**src/design/kpd_pkg.sv**
```systemverilog
package kpd_pkg;

	// Event byte layout.
	localparam int unsigned EventWidth = 8;
	localparam int unsigned KeyWidth   = 7;
	localparam int unsigned CellWidth  = 6;

	// Only the 4x10 matrix is mapped: key numbers 1 through 40.
	localparam logic [KeyWidth-1:0] KeyFirst = 7'd1;
	localparam logic [KeyWidth-1:0] KeyLast  = 7'd40;

	// Cells with a special role.
	localparam logic [CellWidth-1:0] CellSymbol    = 6'h1E;
	localparam logic [CellWidth-1:0] CellCaps      = 6'h1C;
	localparam logic [CellWidth-1:0] CellAlt       = 6'h14;
	localparam logic [CellWidth-1:0] CellBackspace = 6'h1D;
	localparam logic [CellWidth-1:0] CellAltB      = 6'h19;

	// Character codes.
	localparam logic [7:0] ChNull      = 8'd0;
	localparam logic [7:0] ChBackspace = 8'd8;
	localparam logic [7:0] ChSpace     = 8'd32;
	localparam logic [7:0] ChLowerA    = 8'd97;
	localparam logic [7:0] ChLowerZ    = 8'd122;
	localparam logic [7:0] CaseOffset  = 8'd32;

	// Result of translating one event.
	typedef struct packed {
		logic       emit;
		logic [7:0] char_code;
	} xlate_res_t;

	// Base layer of the matrix.
	function automatic logic [7:0] base_char(input logic [CellWidth-1:0] cell_idx);
		logic [7:0] ch;
		unique case (cell_idx)
			6'd0:  ch = "q";
			6'd1:  ch = "w";
			6'd2:  ch = "e";
			6'd3:  ch = "r";
			6'd4:  ch = "t";
			6'd5:  ch = "y";
			6'd6:  ch = "u";
			6'd7:  ch = "i";
			6'd8:  ch = "o";
			6'd9:  ch = "p";
			6'd10: ch = "a";
			6'd11: ch = "s";
			6'd12: ch = "d";
			6'd13: ch = "f";
			6'd14: ch = "g";
			6'd15: ch = "h";
			6'd16: ch = "j";
			6'd17: ch = "k";
			6'd18: ch = "l";
			6'd19: ch = 8'd10;
			6'd21: ch = "z";
			6'd22: ch = "x";
			6'd23: ch = "c";
			6'd24: ch = "v";
			6'd25: ch = "b";
			6'd26: ch = "n";
			6'd27: ch = "m";
			6'd30: ch = " ";
			default: ch = ChNull;
		endcase
		return ch;
	endfunction

	// Symbol layer of the matrix.
	function automatic logic [7:0] sym_char(input logic [CellWidth-1:0] cell_idx);
		logic [7:0] ch;
		unique case (cell_idx)
			6'd0:  ch = "1";
			6'd1:  ch = "2";
			6'd2:  ch = "3";
			6'd3:  ch = "4";
			6'd4:  ch = "5";
			6'd5:  ch = "6";
			6'd6:  ch = "7";
			6'd7:  ch = "8";
			6'd8:  ch = "9";
			6'd9:  ch = "0";
			6'd10: ch = "*";
			6'd11: ch = "/";
			6'd12: ch = "+";
			6'd13: ch = "-";
			6'd14: ch = "=";
			6'd15: ch = ":";
			6'd16: ch = 8'd39;
			6'd17: ch = 8'd34;
			6'd18: ch = "@";
			6'd19: ch = 8'd27;
			6'd21: ch = "_";
			6'd22: ch = "$";
			6'd23: ch = ";";
			6'd24: ch = "?";
			6'd25: ch = "!";
			6'd26: ch = ",";
			6'd27: ch = ".";
			6'd30: ch = " ";
			default: ch = ChNull;
		endcase
		return ch;
	endfunction

endpackage

```
**src/design/keypad_event_to_char.sv**
```systemverilog
// Keypad event translator: one event byte in, at most one ASCII character out.
// Path: an event passes the input register, then the lookup into the output
// register. Throughput: one event per cycle unless a result waits on a stalled
// output; the lookup is a single table stage.
// Reset (arst_n low, asynchronous) clears the modifier flags, the last
// character and both valid flags.
module keypad_event_to_char (
	input  logic       clk,
	input  logic       arst_n,
	input  logic       in_valid,
	output logic       in_stall,
	input  logic [7:0] raw_event,
	output logic       out_valid,
	input  logic       out_stall,
	output logic [7:0] char_code
);

	logic                valid_s1;
	logic [7:0]          event_s1;
	logic                out_valid_q;
	logic [7:0]          char_q;
	logic                out_free;
	logic                s1_move;
	logic                in_take;
	kpd_pkg::xlate_res_t res;

	// Stage 1 leaves when it has no result or the output register can take one.
	assign out_free = !out_valid_q || !out_stall;
	assign s1_move  = valid_s1 && (!res.emit || out_free);
	assign in_stall = valid_s1 && !s1_move;
	assign in_take  = in_valid && !in_stall;

	kpd_xlate u_xlate (
		.clk        (clk),
		.arst_n     (arst_n),
		.event_byte (event_s1),
		.fire       (s1_move),
		.res        (res)
	);

	// Input register.
	always_ff @(posedge clk or negedge arst_n) begin
		if (!arst_n) begin
			valid_s1 <= 1'b0;
		end else if (in_take || s1_move) begin
			valid_s1 <= in_take;
		end
	end

	always_ff @(posedge clk) begin
		if (in_take) begin
			event_s1 <= raw_event;
		end
	end

	// Output register.
	always_ff @(posedge clk or negedge arst_n) begin
		if (!arst_n) begin
			out_valid_q <= 1'b0;
		end else if (out_free) begin
			out_valid_q <= s1_move && res.emit;
		end
	end

	always_ff @(posedge clk) begin
		if (out_free && s1_move && res.emit) begin
			char_q <= res.char_code;
		end
	end

	assign out_valid = out_valid_q;
	assign char_code = char_q;

`ifndef SYNTHESIS
	// An empty input stage always takes a transfer.
	a_empty_takes: assert property (@(posedge clk) disable iff (!arst_n)
		!valid_s1 |-> !in_stall)
		else $error("empty input stage stalled");

	// A held event stays in the input stage.
	a_s1_holds: assert property (@(posedge clk) disable iff (!arst_n)
		valid_s1 && !s1_move |=> valid_s1 && $stable(event_s1))
		else $error("held event lost");

	// A pending character with a full, stalled output blocks new events.
	a_block_when_full: assert property (@(posedge clk) disable iff (!arst_n)
		valid_s1 && res.emit && out_valid_q && out_stall |-> in_stall)
		else $error("result overwritten while output stalled");
`endif

endmodule

```
**src/design/kpd_xlate.sv**
```systemverilog
module kpd_xlate (
	input  logic                      clk,
	input  logic                      arst_n,
	input  logic [7:0]                event_byte,
	input  logic                      fire,
	output kpd_pkg::xlate_res_t       res
);

	logic       symbol_q;
	logic       caps_q;
	logic       alt_q;
	logic [7:0] prev_q;

	logic                                 press;
	logic [kpd_pkg::KeyWidth-1:0]         key;
	logic [kpd_pkg::KeyWidth-1:0]         key_m1;
	logic [kpd_pkg::CellWidth-1:0]        cell_idx;
	logic                                 key_ok;
	logic                                 symbol_d;
	logic                                 caps_d;
	logic                                 alt_d;
	logic [7:0]                           prev_d;
	logic [7:0]                           ch_lookup;
	logic [7:0]                           ch_cased;
	logic [7:0]                           ch_final;
	logic                                 press_final;

	// Split the event byte; only keys of the 4x10 matrix are taken.
	assign press    = event_byte[7];
	assign key      = event_byte[kpd_pkg::KeyWidth-1:0];
	assign key_m1   = key - 7'd1;
	assign cell_idx = key_m1[kpd_pkg::CellWidth-1:0];
	assign key_ok   = (key >= kpd_pkg::KeyFirst) && (key <= kpd_pkg::KeyLast);

	// Table lookup in the layer chosen after any symbol toggle.
	always_comb begin
		symbol_d = symbol_q;
		if (key_ok && cell_idx == kpd_pkg::CellSymbol) begin
			symbol_d = !symbol_q;
		end
		ch_lookup = symbol_d ? kpd_pkg::sym_char(cell_idx) : kpd_pkg::base_char(cell_idx);
		ch_cased  = ch_lookup;
		if (!symbol_d && caps_q && ch_lookup >= kpd_pkg::ChLowerA &&
				ch_lookup <= kpd_pkg::ChLowerZ) begin
			ch_cased = ch_lookup - kpd_pkg::CaseOffset;
		end
		ch_final    = ch_cased;
		press_final = press;
		if (symbol_d && ch_cased == kpd_pkg::ChSpace) begin
			ch_final = kpd_pkg::ChNull;
		end else if (!symbol_d && prev_q == kpd_pkg::ChNull) begin
			ch_final    = kpd_pkg::ChSpace;
			press_final = 1'b1;
		end
	end

	// Decide the result and the next modifier state for this event.
	always_comb begin
		caps_d        = caps_q;
		alt_d         = alt_q;
		prev_d        = prev_q;
		res.emit      = 1'b0;
		res.char_code = ch_final;
		if (key_ok) begin
			if (cell_idx == kpd_pkg::CellCaps) begin
				caps_d = !caps_q;
			end else if (cell_idx == kpd_pkg::CellAlt) begin
				alt_d = !alt_q;
			end else if (cell_idx == kpd_pkg::CellBackspace) begin
				res.emit      = press;
				res.char_code = kpd_pkg::ChBackspace;
			end else if (alt_q && cell_idx == kpd_pkg::CellAltB) begin
				res.emit = 1'b0;
			end else begin
				prev_d   = ch_final;
				res.emit = press_final && (ch_final != kpd_pkg::ChNull);
			end
		end
	end

	// Modifier flags and last character advance once per transfer.
	always_ff @(posedge clk or negedge arst_n) begin
		if (!arst_n) begin
			symbol_q <= 1'b0;
			caps_q   <= 1'b0;
			alt_q    <= 1'b0;
			prev_q   <= kpd_pkg::ChNull;
		end else if (fire) begin
			symbol_q <= symbol_d;
			caps_q   <= caps_d;
			alt_q    <= alt_d;
			prev_q   <= prev_d;
		end
	end

`ifndef SYNTHESIS
	// Backspace never disturbs the last character.
	a_bksp_keeps_prev: assert property (@(posedge clk) disable iff (!arst_n)
		fire && key_ok && cell_idx == kpd_pkg::CellBackspace |=> $stable(prev_q))
		else $error("backspace changed the last character");

	// An emitted result is never the null character.
	a_emit_nonnull: assert property (@(posedge clk) disable iff (!arst_n)
		res.emit |-> res.char_code != kpd_pkg::ChNull)
		else $error("null character emitted");

	// Without a transfer no flag may move.
	a_hold_state: assert property (@(posedge clk) disable iff (!arst_n)
		!fire |=> $stable(symbol_q) && $stable(caps_q) && $stable(alt_q) && $stable(prev_q))
		else $error("state changed without a transfer");
`endif

endmodule
```
**config.mk**
```make
export PLATFORM = sky130hd
export DESIGN_NAME = keypad_event_to_char
export DESIGN_NICKNAME = d
export VERILOG_FILES = /design/src/design/kpd_pkg.sv /design/src/design/keypad_event_to_char.sv /design/src/design/kpd_xlate.sv
export SDC_FILE = /design/constraint.sdc
export NUM_CORES = 1
export LEC_CHECK = 0
export BUFFER_PORTS_ARGS = -buffer_cell sky130_fd_sc_hd__buf_2
export CAP_MARGIN = 20
export CELL_PAD_IN_SITES_DETAIL_PLACEMENT = 1
export CELL_PAD_IN_SITES_GLOBAL_PLACEMENT = 2
export CORE_MARGIN = 2
export CORE_UTILIZATION = 40
export DETAILED_ROUTE_END_ITERATION = 10
export PLACE_DENSITY = 0.92
export SLEW_MARGIN = 20
export SYNTH_ARGS = -nofsm -noshare
export SYNTH_HDL_FRONTEND = slang
export SYNTH_SLANG_ARGS = --single-unit
export TNS_END_PERCENT = 20
```
**constraint.sdc**
```tcl
create_clock -name clk -period 10.8 [get_ports clk]
set_input_delay 2.16 -clock clk [delete_from_list [all_inputs] [get_ports clk]]
set_output_delay 2.16 -clock clk [all_outputs]
set_load 0.1 [all_outputs]
```
==> Implementation_results.wiki <==
{| class="wikitable"
! Metric !! Value
|-
| Number of warnings issued by yosys || 0
|-
| Via count of the first global-routing pass || 2271
|-
| Sequential cell area fraction in the yosys report || 0.323
|-
| Class of the most critical hold timing path || flip-flop to flip-flop
|-
| Chip Width || 83.0 um
|-
| FF-to-FF setup slack || 4820 ps
|-
| Critical path data arrival time || 5920 ps
|-
| Placement row count || 28
|-
| Average wire per cell in the routed design || between 15 and 20 um
|-
| Gate count after technology mapping || between 200 and 300
|-
| Most used DFF post-synth || sky130_fd_sc_hd__edfxtp_1
|-
| Clock period minus final worst setup slack || 8080 ps
|-
| Distinct cell type count after synthesis || 64
|-
| Number of setup violations in the final report || 0
|-
| Setup repair after global routing missed its margin || false
|-
| Mapped Nets || 308
|-
| Core ar. || 5960 um2
|-
| Worst min-delay path endpoint || u_xlate.caps_q
|-
| Number of enable-type register cells in the synthesized netlist || 16
|-
| Aggregate global-route resource usage || 0.204
|-
| Hold Crit Start || u_xlate.caps_q
|-
| Average via count per standard cell || roughly 6.2
|-
| Number of top-level pins || 22
|-
| Netlist area before placement || between 2000 and 2500 um2
|-
| Cell count after placement || 361
|-
| Detailed-route DRC error count || 0
|-
| Area delta synth->final || 8.03%
|-
| Leftover overflow at the end of global routing || 0
|-
| First-pass GRT wire length || around 12000 um
|-
| Final HPWL DP || 5170 um
|-
| Length of the first detailed-routing pass in iterations || 5
|-
| Total clock buffers created by CTS || 5
|-
| Detail Route Antenna Nets || 0
|-
| Total power density per cell area || 134 nW/um2
|-
| Maximum fanout along the worst path || 25
|-
| Worst Max-Slew Pin Slew || 991 ps
|-
| Core Util, Final || 0.452
|-
| Total Negative Setup Slacks || 0 ps
|-
| Number of register bits inferred by synthesis || 29
|-
| Number of H-tree levels || 2
|-
| CTS Sinks || 29
|-
| Maximum number of pins on one net before global-route repair || 27
|-
| Total via count after detailed routing || 2269
|-
| Worst flop-to-flop path startpoint || event_s1[0]
|-
| Antenna cells || 0
|-
| Final RePlAce weighted congestion || 1.01
|-
| Clock latency reported for the late side of the worst-skew pair || 280 ps
|-
| Mean Syn Cell Area || a little under 9 um2
|-
| Die area || between 6000 and 7000 um2
|-
| Critical Path RT || around 8600 ps
|-
| Worst max-slew margin expressed relative to the limit || 0.334
|-
| Die span in y || 83.0 um
|-
| Total Power || 0.360 mW
|-
| Startpoint type of the worst setup path || flip-flop
|-
| Number of buffers inserted by hold repair at cts || 0
|-
| Number of max-capacitance violations reported || 0
|-
| Port buffer count || 21
|-
| Critical path class || flip-flop to output pin
|-
| Antenna violations before repair || 0
|-
| Final non-filler cell area || 2690 um2
|-
| Leakage power summed over all cells || ~1.1 nW
|-
| Worst reg2reg endpoint || event_s1[1]
|-
| Share of the clock period used by the worst path after layout || 0.749
|-
| Result of the run || completed
|-
| Final Slew Violations || 0
|-
| Maximum clock insertion buffer count || 2
|-
| CTS tree || built
|-
| Final standard cell count with taps included and fillers excluded || 368
|-
| Fmax || 124 MHz
|-
| CTS Root Buffer Type || sky130_fd_sc_hd__clkbuf_8
|-
| Clock input transition at the sequential cells of the worst setup and hold paths || 60 ps
|-
| FFs w/ async S/R, synth || 0.448
|-
| Min-Delay Path Depth || 1
|-
| Layout cell share with drive strength beyond 1 || 0.150
|-
| Total Routed Length || 6790 um
|-
| Worst r2r path cells || 15
|-
| Number of post-CTS setup repair buffers || 0
|-
| Cts repair resizes || 0
|-
| Area of placed instances || 2610 um2
|-
| Number of DRC markers after the initial detailed-route iteration || around 100
|-
| Worst voltage drop across the vdd grid || 0.0832 mV
|-
| Initial Util || 0.419
|-
| Critical Path End Type || output pin
|-
| Final hold vios || 0
|-
| Post-route clock skew || 3.50 ps
|-
| NumNets Final || 317
|}
[critical path: stages (launching register included)]
cell,delay (ps)
sky130_fd_sc_hd__edfxtp_1,720
sky130_fd_sc_hd__inv_1,300
sky130_fd_sc_hd__ha_1,500
sky130_fd_sc_hd__inv_1,120
sky130_fd_sc_hd__ha_1,810
sky130_fd_sc_hd__clkinv_1,500
sky130_fd_sc_hd__ha_1,350
sky130_fd_sc_hd__o21ai_0,180
sky130_fd_sc_hd__nand4_1,110
sky130_fd_sc_hd__o311ai_0,210
sky130_fd_sc_hd__mux2_2,310
sky130_fd_sc_hd__nand3_1,120
sky130_fd_sc_hd__or2_0,260
sky130_fd_sc_hd__a2111o_1,450
sky130_fd_sc_hd__o21ai_1,340
sky130_fd_sc_hd__nor2_1,60
sky130_fd_sc_hd__buf_2,300
[cells by family after synthesis]
| logic type | count (synthesis) | share of synthesized area |
|---|---|---|
| muxes | 12 | 0.0517 |
| AOI/OAI and AO/OA | 87 | 0.243 |
| buffers and inverters | 33 | 0.0582 |
| xor gates and xnor gates | 9 | 0.0316 |
| and+or+nand+nor | 101 | 0.228 |
| DFF | 29 | 0.323 |
| adders and majority gates | 13 | 0.0642 |
[layer usage]
| layer | up-vias | share of wire | global-route usage |
|---|---|---|---|
| li1 | 1096 | - | - |
| met1 | 1103 | 0.47 | 0.276 |
| met2 | 58 | 0.47 | 0.330 |
| met3 | 12 | 0.045 | 0.0487 |
| met4 | 0 | 0.014 | 0.0477 |
| met5 | - | 0 | 0 |
[through the flow]
step                setup slack [ps]  hold WS (ps)
finish                          2720           483
global route                    2220           505
CTS                             2760           476
detailed placement              3060           466
global placement                3230           461
floorplan                       3590           441
[report_power, final]
part / total, mW / switching, mW / internal [mW]
Sequential: 0.149 / 0.0146 / 0.134
Clock: 0.0885 / 0.0381 / 0.0504
Combinational: 0.123 / 0.0805 / 0.0422
Total: 0.360 / 0.133 / 0.227
[worst max-delay path by stage]
stage | endpoint | cells past startpoint | startpoint | slack, ps
after CTS | in_stall | 16 | event_s1[0] | 2760
after detailed placement | in_stall | 16 | event_s1[0] | 3060
after global routing | in_stall | 16 | event_s1[0] | 2220
final | in_stall | 16 | event_s1[0] | 2720
after floorplan | in_stall | 18 | event_s1[0] | 3590
after global placement | in_stall | 16 | event_s1[0] | 3230
[synth_stat cells (all sizes together), types with 4 or more instances]
master  instances  area, um2
and2            4       25.0
nor3           12       60.1
nand4           9       56.3
or3             4       25.0
clkbuf         15       56.3
edfxtp         16        480
nor2b           6       37.5
inv            11       41.3
mux2            7       78.8
dfrtp          13        325
a21oi          18        101
nand2          19       71.3
xnor2           4       35.0
o21a            4       30.0
nor2           21       86.3
o311ai          4       35.0
buf             6       43.8
nand3           6       30.0
o21ai          19       95.1
mux2i           5       50.1
o31ai           6       45.0
xor2            5       43.8
nor4            6       52.6
a221oi          6       52.6
ha             12        150
[flip-flops by register name (all words and copies together), names as in the netlist]
name and flops:
u_xlate.alt_q 1, u_xlate.symbol_q 1, valid_s1 1, char_code 8, out_valid 1, u_xlate.prev_q 8, event_s1 8, u_xlate.caps_q 1
[final cells by class]
| type | count | area (um2) |
|---|---|---|
| fill | 712 | 3260 |
| multi-input combinational | 222 | 1540 |
| sequential | 29 | 806 |
| timing repair buffer | 23 | 120 |
| tap | 75 | 93.8 |
| clock buffer | 7 | 86.3 |
| inverter | 12 | 45.0 |
[placed cells by master, fill, tap and decap left out, drive strengths merged, types with 3 or more instances in the layout]
cell and n:
a211oi 3, xnor2 4, a21oi 18, mux2 7, o21a 4, a21o 3
mux2i 5, a21boi 3, nand3b 3, nor2 21, a221oi 6, clkbuf 7
buf 23, nor4 6, nand4 9, nand3 6, ha 12, o211ai 3
inv 11, edfxtp 16, nor3 12, xor2 5, dfrtp 13, o31ai 6
o21ai 19, or3 4, nand2 19, and2 4, o311ai 4, nor2b 6
(Power assumes the default switching activity.)
